### config.mk
export PLATFORM = sky130hd
export DESIGN_NAME = cycle_event_trigger
export DESIGN_NICKNAME = d
export VERILOG_FILES = /design/src/rtl/cet_pkg.sv /design/src/rtl/cet_div.sv /design/src/rtl/cet_dpath.sv /design/src/rtl/cet_ctrl.sv /design/src/rtl/cycle_event_trigger.sv
export SDC_FILE = /design/constraint.sdc
export NUM_CORES = 2
export LEC_CHECK = 0
export ABC_AREA = 1
export ABC_CLOCK_PERIOD_IN_PS = 12500
export BUFFER_PORTS_ARGS = -buffer_cell sky130_fd_sc_hd__buf_2
export CAP_MARGIN = 25
export CORE_MARGIN = 2
export CORE_UTILIZATION = 40
export CTS_CLUSTER_DIAMETER = 50
export DETAILED_ROUTE_END_ITERATION = 10
export PLACE_DENSITY = 0.58
export SLEW_MARGIN = 10
export SYNTH_ARGS = -nofsm -noshare
export SYNTH_HDL_FRONTEND = slang
export SYNTH_SLANG_ARGS = --single-unit
export TNS_END_PERCENT = 20
### constraint.sdc
create_clock -name aclk -period 12.5 [get_ports aclk]
set_input_delay 1.875 -clock aclk [delete_from_list [all_inputs] [get_ports aclk]]
set_output_delay 1.875 -clock aclk [all_outputs]
set_load 0.01 [all_outputs]
### src/rtl/cet_pkg.sv
`timescale 1ns / 1ps

package cet_pkg;

    // Input command codes.
    localparam logic [1:0] CMD_DUE  = 2'd0;
    localparam logic [1:0] CMD_INIT = 2'd1;
    localparam logic [1:0] CMD_LOAD = 2'd2;

    // Configuration register indexes.
    localparam logic [2:0] REG_LIST_MODE    = 3'd0;
    localparam logic [2:0] REG_FIRST_CYCLE  = 3'd1;
    localparam logic [2:0] REG_CYCLE_PERIOD = 3'd2;
    localparam logic [2:0] REG_LAST_CYCLE   = 3'd3;
    localparam logic [2:0] REG_LIST_COUNT   = 3'd4;

    localparam int CYC_W = 31;
    localparam int S_DATA_W = 104;
    localparam int M_DATA_W = 8;

    typedef struct packed {
        logic capture;
        logic write_entry;
        logic div_start;
        logic scan_start;
        logic load_result;
    } cet_cmd_t;

    typedef struct packed {
        logic is_load;
        logic is_check;
        logic is_due;
        logic list_mode;
        logic div_done;
        logic scan_done;
    } cet_stat_t;

endpackage

### src/rtl/cet_div.sv
`timescale 1ns / 1ps

module cet_div import cet_pkg::*; (
    input  logic               aclk,
    input  logic               aresetn,
    input  logic               start,
    input  logic [CYC_W-1:0]   divisor,
    input  logic [31:0]        dvd_a,
    input  logic [31:0]        dvd_b,
    output logic               done,
    output logic [CYC_W-1:0]   rem_a,
    output logic [CYC_W-1:0]   rem_b
);

    // Two restoring remainder lanes share one counter; one dividend bit per cycle.
    logic        busy_reg, busy_next;
    logic [4:0]  cnt_reg, cnt_next;
    logic [31:0] ra_reg, ra_next, rb_reg, rb_next;
    logic [31:0] da_reg, da_next, db_reg, db_next;
    logic [31:0] ta, tb, dvs;

    assign dvs = {1'b0, divisor};
    assign ta  = {ra_reg[30:0], da_reg[31]};
    assign tb  = {rb_reg[30:0], db_reg[31]};

    always_comb begin
        busy_next = busy_reg;
        cnt_next  = cnt_reg;
        ra_next   = ra_reg;
        rb_next   = rb_reg;
        da_next   = da_reg;
        db_next   = db_reg;
        if (start) begin
            busy_next = 1'b1;
            cnt_next  = 5'd31;
            ra_next   = '0;
            rb_next   = '0;
            da_next   = dvd_a;
            db_next   = dvd_b;
        end else if (busy_reg) begin
            ra_next = (ta >= dvs) ? ta - dvs : ta;
            rb_next = (tb >= dvs) ? tb - dvs : tb;
            da_next = {da_reg[30:0], 1'b0};
            db_next = {db_reg[30:0], 1'b0};
            if (cnt_reg == 5'd0) begin
                busy_next = 1'b0;
            end else begin
                cnt_next = cnt_reg - 5'd1;
            end
        end
    end

    always_ff @(posedge aclk) begin
        if (!aresetn) begin
            busy_reg <= 1'b0;
            cnt_reg  <= '0;
        end else begin
            busy_reg <= busy_next;
            cnt_reg  <= cnt_next;
        end
        ra_reg <= ra_next;
        rb_reg <= rb_next;
        da_reg <= da_next;
        db_reg <= db_next;
    end

    assign done  = busy_reg && (cnt_reg == 5'd0);
    assign rem_a = ra_reg[CYC_W-1:0];
    assign rem_b = rb_reg[CYC_W-1:0];

endmodule

### src/rtl/cet_dpath.sv
`timescale 1ns / 1ps

module cet_dpath import cet_pkg::*; #(
    parameter int LIST_DEPTH = 16
) (
    input  logic                aclk,
    input  logic                aresetn,
    input  cet_cmd_t            ctl,
    output cet_stat_t           stat,
    input  logic [S_DATA_W-1:0] in_data,
    input  logic                cfg_we,
    input  logic [2:0]          cfg_index,
    input  logic [31:0]         cfg_data,
    output logic                fired
);

    localparam int AW = (LIST_DEPTH > 1) ? $clog2(LIST_DEPTH) : 1;
    localparam int CW = $clog2(LIST_DEPTH + 1);
    localparam logic [8:0] DEPTH_W = 9'(LIST_DEPTH);

    // Configuration registers.
    logic             list_mode_reg;
    logic [CYC_W-1:0] first_cycle_reg;
    logic [CYC_W-1:0] cycle_period_reg;
    logic [31:0]      last_cycle_reg;
    logic [4:0]       list_count_reg;

    // Captured item.
    logic [1:0]       cmd_reg;
    logic [CYC_W-1:0] cyc_reg, step_reg, val_reg;
    logic [3:0]       idx_reg;

    logic             fired_reg, fired_next;

    always_ff @(posedge aclk) begin
        if (!aresetn) begin
            list_mode_reg    <= 1'b0;
            first_cycle_reg  <= '0;
            cycle_period_reg <= CYC_W'(1);
            last_cycle_reg   <= '1;
            list_count_reg   <= '0;
        end else if (cfg_we) begin
            unique case (cfg_index)
                REG_LIST_MODE:    list_mode_reg    <= cfg_data[0];
                REG_FIRST_CYCLE:  first_cycle_reg  <= cfg_data[CYC_W-1:0];
                REG_CYCLE_PERIOD: cycle_period_reg <= cfg_data[CYC_W-1:0];
                REG_LAST_CYCLE:   last_cycle_reg   <= cfg_data;
                REG_LIST_COUNT:   list_count_reg   <= cfg_data[4:0];
                default: ;
            endcase
        end
    end

    always_ff @(posedge aclk) begin
        if (ctl.capture) begin
            cmd_reg  <= in_data[1:0];
            cyc_reg  <= in_data[32:2];
            step_reg <= in_data[63:33];
            idx_reg  <= in_data[67:64];
            val_reg  <= in_data[98:68];
        end
    end

    // Periodic schedule arithmetic.
    logic [31:0]      cyc32, step32, start32, end32, span32;
    logic [CYC_W-1:0] per_eff, gap, rem_a, rem_b;
    logic             stop_ok, at_or_after, div_done;

    assign cyc32   = {1'b0, cyc_reg};
    assign step32  = {1'b0, step_reg};
    assign start32 = {1'b0, first_cycle_reg};
    assign end32   = cyc32 + step32;
    assign span32  = end32 - start32;
    assign per_eff = (cycle_period_reg == '0) ? CYC_W'(1) : cycle_period_reg;
    assign stop_ok = last_cycle_reg[31] || (cyc32 <= last_cycle_reg);
    assign at_or_after = (cyc_reg >= first_cycle_reg);
    assign gap     = at_or_after ? cyc_reg - first_cycle_reg : first_cycle_reg - cyc_reg;

    cet_div u_div (
        .aclk    (aclk),
        .aresetn (aresetn),
        .start   (ctl.div_start),
        .divisor (per_eff),
        .dvd_a   ({1'b0, gap}),
        .dvd_b   (span32),
        .done    (div_done),
        .rem_a   (rem_a),
        .rem_b   (rem_b)
    );

    // Below the start the old interval index truncates toward zero, so the next
    // boundary sits one full period beyond the remainder.
    logic [31:0] need_after, need_before;
    logic        due_hit, init_hit;

    assign need_after  = {1'b0, per_eff - rem_a};
    assign need_before = {1'b0, rem_a} + {1'b0, per_eff};
    assign due_hit  = stop_ok && (end32 >= start32) &&
                      ((rem_b == '0) ||
                       (at_or_after ? (need_after <= step32) : (need_before <= step32)));
    assign init_hit = stop_ok && at_or_after;

    // Cycle list table and its scan, one entry per cycle.
    logic [CYC_W-1:0] list_mem [LIST_DEPTH];
    logic [CYC_W-1:0] rd_data_reg;
    logic [8:0]       idx9, count9, n9;
    logic [CW-1:0]    scan_n, scan_idx_reg, scan_idx_next, scan_inc;
    logic             scan_busy_reg, scan_busy_next, pend_reg, pend_next;
    logic             hit_reg, hit_next;
    logic [31:0]      target;

    assign idx9   = {5'b0, idx_reg};
    assign count9 = {4'b0, list_count_reg};
    assign n9     = (count9 > DEPTH_W) ? DEPTH_W : count9;
    assign scan_n = n9[CW-1:0];
    assign scan_inc = scan_idx_reg + CW'(1);
    assign target = (cmd_reg == CMD_DUE) ? end32 : cyc32;

    always_ff @(posedge aclk) begin
        if (ctl.write_entry && (idx9 < DEPTH_W)) begin
            list_mem[idx9[AW-1:0]] <= val_reg;
        end
        rd_data_reg <= list_mem[scan_idx_reg[AW-1:0]];
    end

    always_comb begin
        scan_idx_next  = scan_idx_reg;
        scan_busy_next = scan_busy_reg;
        pend_next      = 1'b0;
        hit_next       = hit_reg;
        if (ctl.scan_start) begin
            scan_idx_next  = '0;
            scan_busy_next = (scan_n != '0);
            hit_next       = 1'b0;
        end else begin
            if (scan_busy_reg) begin
                pend_next     = 1'b1;
                scan_idx_next = scan_inc;
                if (scan_inc == scan_n) begin
                    scan_busy_next = 1'b0;
                end
            end
            if (pend_reg && ({1'b0, rd_data_reg} == target)) begin
                hit_next = 1'b1;
            end
        end
    end

    always_ff @(posedge aclk) begin
        if (!aresetn) begin
            scan_busy_reg <= 1'b0;
            pend_reg      <= 1'b0;
        end else begin
            scan_busy_reg <= scan_busy_next;
            pend_reg      <= pend_next;
        end
        scan_idx_reg <= scan_idx_next;
        hit_reg      <= hit_next;
    end

    always_comb begin
        fired_next = fired_reg;
        if (ctl.load_result) begin
            priority if (!stat.is_check) begin
                fired_next = 1'b0;
            end else if (list_mode_reg) begin
                fired_next = hit_reg;
            end else if (cmd_reg == CMD_DUE) begin
                fired_next = due_hit;
            end else begin
                fired_next = init_hit;
            end
        end
    end

    always_ff @(posedge aclk) begin
        fired_reg <= fired_next;
    end

    assign fired = fired_reg;

    assign stat.is_load   = (cmd_reg == CMD_LOAD);
    assign stat.is_check  = (cmd_reg == CMD_DUE) || (cmd_reg == CMD_INIT);
    assign stat.is_due    = (cmd_reg == CMD_DUE);
    assign stat.list_mode = list_mode_reg;
    assign stat.div_done  = div_done;
    assign stat.scan_done = !scan_busy_reg && !pend_reg;

endmodule

### src/rtl/cet_ctrl.sv
`timescale 1ns / 1ps

module cet_ctrl import cet_pkg::*; (
    input  logic      aclk,
    input  logic      aresetn,
    input  logic      s_tvalid,
    output logic      s_tready,
    output logic      m_tvalid,
    input  logic      m_tready,
    input  cet_stat_t stat,
    output cet_cmd_t  ctl
);

    localparam logic [2:0] S_IDLE = 3'd0;
    localparam logic [2:0] S_DISP = 3'd1;
    localparam logic [2:0] S_DIV  = 3'd2;
    localparam logic [2:0] S_SCAN = 3'd3;
    localparam logic [2:0] S_DONE = 3'd4;

    logic [2:0] state_reg, state_next;
    logic       out_valid_reg, out_valid_next;
    logic       out_free;

    assign out_free = !out_valid_reg || m_tready;
    assign s_tready = (state_reg == S_IDLE);
    assign m_tvalid = out_valid_reg;

    always_comb begin
        state_next = state_reg;
        ctl        = '0;
        unique case (state_reg)
            S_IDLE: begin
                if (s_tvalid) begin
                    ctl.capture = 1'b1;
                    state_next  = S_DISP;
                end
            end
            S_DISP: begin
                priority if (stat.is_load) begin
                    ctl.write_entry = 1'b1;
                    state_next      = S_DONE;
                end else if (stat.is_check && stat.list_mode) begin
                    ctl.scan_start = 1'b1;
                    state_next     = S_SCAN;
                end else if (stat.is_due) begin
                    ctl.div_start = 1'b1;
                    state_next    = S_DIV;
                end else begin
                    state_next = S_DONE;
                end
            end
            S_DIV: begin
                if (stat.div_done) begin
                    state_next = S_DONE;
                end
            end
            S_SCAN: begin
                if (stat.scan_done) begin
                    state_next = S_DONE;
                end
            end
            S_DONE: begin
                if (out_free) begin
                    ctl.load_result = 1'b1;
                    state_next      = S_IDLE;
                end
            end
            default: state_next = S_IDLE;
        endcase
    end

    always_comb begin
        out_valid_next = out_valid_reg;
        priority if (ctl.load_result) begin
            out_valid_next = 1'b1;
        end else if (m_tready) begin
            out_valid_next = 1'b0;
        end
    end

    always_ff @(posedge aclk) begin
        if (!aresetn) begin
            state_reg     <= S_IDLE;
            out_valid_reg <= 1'b0;
        end else begin
            state_reg     <= state_next;
            out_valid_reg <= out_valid_next;
        end
    end

endmodule

### src/rtl/cycle_event_trigger.sv
`timescale 1ns / 1ps
// Channel   Direction  Handshake            Payload
// s_        in         s_tvalid/s_tready    command, current_cycle, cycle_step, entry_index,
//                                           entry_value
// m_        out        m_tvalid/m_tready    fired
// cfg_      in         cfg_valid/cfg_ready  cfg_index, cfg_data
//
// Items are handled one at a time. A periodic due check waits on the 32-step
// remainder unit; a list check reads one table entry per cycle, none for an
// empty list, with list_count limited to the table depth; other commands need
// neither unit.
// A finished result waits in the output register while the next item is taken.
// Reset is synchronous; the list table is not cleared and must be loaded before use.
module cycle_event_trigger import cet_pkg::*; #(
    parameter int LIST_DEPTH = 16
) (
    input  logic                aclk,
    input  logic                aresetn,
    input  logic                s_tvalid,
    output logic                s_tready,
    // [1:0] command, [32:2] current_cycle, [63:33] cycle_step,
    // [67:64] entry_index, [98:68] entry_value, rest zero
    input  logic [S_DATA_W-1:0] s_tdata,
    output logic                m_tvalid,
    input  logic                m_tready,
    // [0] fired, rest zero
    output logic [M_DATA_W-1:0] m_tdata,
    input  logic                cfg_valid,
    output logic                cfg_ready,
    input  logic [2:0]          cfg_index,
    input  logic [31:0]         cfg_data
);

    cet_cmd_t  ctl;
    cet_stat_t stat;
    logic      fired;

    // The user must change configuration only while idle; the block does not enforce this and holds cfg_ready high.
    assign cfg_ready = 1'b1;
    assign m_tdata   = {{(M_DATA_W-1){1'b0}}, fired};

    cet_ctrl u_ctrl (
        .aclk     (aclk),
        .aresetn  (aresetn),
        .s_tvalid (s_tvalid),
        .s_tready (s_tready),
        .m_tvalid (m_tvalid),
        .m_tready (m_tready),
        .stat     (stat),
        .ctl      (ctl)
    );

    cet_dpath #(
        .LIST_DEPTH (LIST_DEPTH)
    ) u_dpath (
        .aclk      (aclk),
        .aresetn   (aresetn),
        .ctl       (ctl),
        .stat      (stat),
        .in_data   (s_tdata),
        .cfg_we    (cfg_valid & cfg_ready),
        .cfg_index (cfg_index),
        .cfg_data  (cfg_data),
        .fired     (fired)
    );

endmodule

==> results.sh <==
export IMPL_required_ps=12980
export IMPL_syn_to_final_growth_pct=11.9
export IMPL_met2_usage_pct=41.0
export IMPL_critPathCaptureType="register"
export IMPL_crit_path_frequent_cell="nand2_1"
export IMPL_setup_tns_ps=0
export IMPL_rows=129
export IMPL_cts_max_level=3
export IMPL_rsz0062_at_grt="no"
export IMPL_clk_latency_ps=750
export IMPL_grt_max_degree=167
export IMPL_vias=40800
export IMPL_wire_per_inst_um=22.0
export IMPL_worstSetupStartpointType="register"
export IMPL_ys_flop_type="edfxtp_1"
export IMPL_postCtsSetupBuffers=0
export IMPL_finalMaxSlewViolations=0
export IMPL_synth_top_area_cell="edfxtp_1"
export IMPL_core_area_um2=124000
export IMPL_ant_nets=0
export IMPL_grt_usage_pct=25.2
export IMPL_cts_clk_slew_worst_paths_ps=60
export IMPL_synthCells=5693
export IMPL_fin_util_pct=45.2
export IMPL_gp_congestion=0.997
export IMPL_synth_area_um2=50200
export IMPL_cts_tree="yes"
export IMPL_outcome="finished clean"
export IMPL_netlist_area_leader_share_pct=39.4
export IMPL_busiest_layer="met2"
export IMPL_ctsHoldBuffers=0
export IMPL_relSlewSlack_pct=31.6
export IMPL_reg2reg_depth=28
export IMPL_grt_use_met1_pct=34.0
export IMPL_period_minus_slack_ps=6040
export IMPL_root_buffer="clkbuf_16"
export IMPL_chipWidth_um=358
export IMPL_ctsResizeCount=0
export IMPL_fmax_mhz=166
export IMPL_dieHeight_um=358
export IMPL_grt_overflow=0
export IMPL_drt_pass1_iter_count=6
export IMPL_yosysWarnings=0
export IMPL_vdd_ir_drop_max_mv=0.159
export IMPL_r2r_slack_ps=6460
export IMPL_drtIter0Drc=3896
export IMPL_vias_per_cell=5.45
export IMPL_io_pins=155
export IMPL_powerDensity_nw_per_um2=222
export IMPL_crit_type="register to register"
export IMPL_antenna_found_initial=2
export IMPL_setup_viol=0
export IMPL_crit_arrival_ps=6520
export IMPL_critPathSlowestCell="nor4_1"
export IMPL_yosysSeqAreaShare_pct=47.9
export IMPL_p_leak_nw=23.5
export IMPL_syn_area_per_cell_um2=8.81
export IMPL_dieArea_um2=128000
export IMPL_use_met3_pct=4.12
export IMPL_start_util_pct=40.4
export IMPL_final_net_count=6247
export IMPL_hpwl_um=119000
export IMPL_synth_edf_count=659
export IMPL_period_share_pct=48.3
export IMPL_drive_gt1_share_pct=7.96
export IMPL_finalClockSkew_ps=37.8
export IMPL_grt_first_pass_wirelength_um=241000
export IMPL_grt_pass1_vias=38300
export IMPL_cts_buffer_depth=3
export IMPL_cts_buffers=110
export IMPL_min_path_type="register to register"
export IMPL_reg2reg_to="u_dpath.fired$_SDFFCE_PP0P_"
export IMPL_largest_reg_flops=496
export IMPL_maxCapViolCount=0
export IMPL_slowest_delay_ps=620
export IMPL_drcViolationCount=0
export IMPL_ys_types=64
export IMPL_synth_area_leaders="edfxtp_1, ha_1, dfxtp_1"
export IMPL_tightest_slew_ps=1030
export IMPL_portBuffers=141
export IMPL_synth_seq_cells=871
export IMPL_crit_path_start="u_dpath.cycle_period_reg[1]$_SDFFE_PN0P_"
export IMPL_finalHoldViolations=0
export IMPL_critPathMaxFanout=7
export IMPL_synthArstFlopShare_pct=0
export IMPL_cts_sinks=871
export IMPL_wl_um=165000
export IMPL_critPathCapture="u_dpath.fired$_SDFFCE_PP0P_"
export IMPL_r2r_start="u_dpath.cycle_period_reg[1]$_SDFFE_PN0P_"
## where the power goes
part	total (mW)	switching, mW	internal [mW]	leakage (nW)
registers	3.85	0.369	3.48	7.73
logic	5.45	3.60	1.85	13.9
clock network	3.18	1.33	1.85	1.80
total	12.5	5.30	7.18	23.5
## layout by cell type, fill, tap and decap left out, types with 17 or more instances in the layout
cell,netlist,layout
mux2i_1,51,51
buf_4,26,54
o21ai_0,453,453
o32ai_1,73,73
xnor2_1,64,64
clkbuf_1,172,17
o21ai_2,17,17
clkinv_1,6,18
nor2_1,599,578
o21a_1,17,17
o211ai_1,34,34
dfxtp_1,212,209
nor3_1,38,38
buf_2,33,141
edfxtp_1,659,659
a21oi_1,484,484
a31oi_1,54,54
o21ai_1,23,23
o221ai_1,64,64
o22ai_1,18,18
inv_1,626,626
nand4_1,43,43
a21o_1,38,38
clkbuf_16,0,113
nand3_1,262,261
nand2_1,977,977
nor4_1,28,28
nor2_4,1,21
o21bai_1,22,22
xor2_1,102,102
ha_1,343,343
## through the flow
stage / total power [mW] / hold slack, ps / area (µm²) / worst slack (ps) / std cells
5_1_grt: 13.3 / 486 / 56100 / 6110 / 7481
4_1_cts: 12.4 / 459 / 56100 / 6330 / 7480
2_1_floorplan: 7.79 / 422 / 50200 / 5940 / 5699
6_report: 12.5 / 462 / 56100 / 6460 / 7484
3_3_place_gp: 9.20 / 445 / 52400 / 6320 / 7276
3_5_place_dp: 9.23 / 448 / 52400 / 6350 / 7276
## critical path: cells and delay by family (launching register included)
kind                       cells  cell delay (ps)
buffers and inverters          2              200
xor gates and xnor gates       1              230
DFF                            1              450
adders and majority gates      3              930
AOI/OAI and AO/OA              8             1540
and+or+nand+nor               14             2410
## layout make-up
cell class | instances | area (µm²)
Sequential cell | 871 | 24000
Tap cell | 1637 | 2050
Clock inverter | 70 | 753
Antenna cell | 3 | 7.51
Clock buffer | 134 | 2950
Fill cell | 12100 | 68000
Inverter | 642 | 2420
Timing Repair Buffer | 197 | 1160
Multi-Input combinational cell | 3930 | 22800
## worst min-delay path by stage
| stage | cells after the start | endpoint | startpoint |
|---|---|---|---|
| after floorplan | 2 | u_dpath.u_div.da_reg[31]$_SDFFE_PP0P_ | u_dpath.u_div.da_reg[30]$_DFFE_PP_ |
| after global placement | 2 | u_dpath.u_div.da_reg[31]$_SDFFE_PP0P_ | u_dpath.u_div.da_reg[30]$_DFFE_PP_ |
| after detailed placement | 2 | u_dpath.u_div.da_reg[31]$_SDFFE_PP0P_ | u_dpath.u_div.da_reg[30]$_DFFE_PP_ |
| after CTS | 2 | u_dpath.hit_reg$_SDFFE_PP0P_ | u_dpath.hit_reg$_SDFFE_PP0P_ |
| after global routing | 2 | u_dpath.hit_reg$_SDFFE_PP0P_ | u_dpath.hit_reg$_SDFFE_PP0P_ |
| final | 2 | u_dpath.hit_reg$_SDFFE_PP0P_ | u_dpath.hit_reg$_SDFFE_PP0P_ |
## Yosys cell counts (all sizes together) (5+ instances only)
library cell,number
nand2,986
and2,7
inv,636
nand4,43
o32ai,73
nand3b,14
fa,8
o22ai,18
a211oi,11
clkbuf,180
o221ai,64
xnor2,64
nor3,40
a221oi,8
dfxtp,212
nor4,28
o21bai,22
nor2,605
mux2i,51
or2,12
edfxtp,659
o21ai,493
a31oi,54
a21boi,12
o2111ai,5
ha,343
a21oi,489
a21o,38
nand3,263
o21a,17
o211ai,34
clkinv,6
xor2,102
buf,76
## cell families (layout without fill, tap and decap cells)
logic type	after synthesis	after routing	share of synthesized area [%]
adders and majority gates	351	351	8.87
muxes	51	51	1.02
AOI/OAI and AO/OA	1350	1350	15.7
buffers and inverters	898	1043	7.12
other	2	11	0.0150
xor gates and xnor gates	166	166	2.90
DFF	871	871	47.9
and+or+nand+nor	2004	2004	16.5
## routing by layer
layer / part of all wire [%] / wire length, µm
met1: 44 / 72600
met2: 46 / 75400
met3: 6.5 / 10700
met4: 3.7 / 6140
met5: 0 / 0
(Power assumes the default switching activity.)
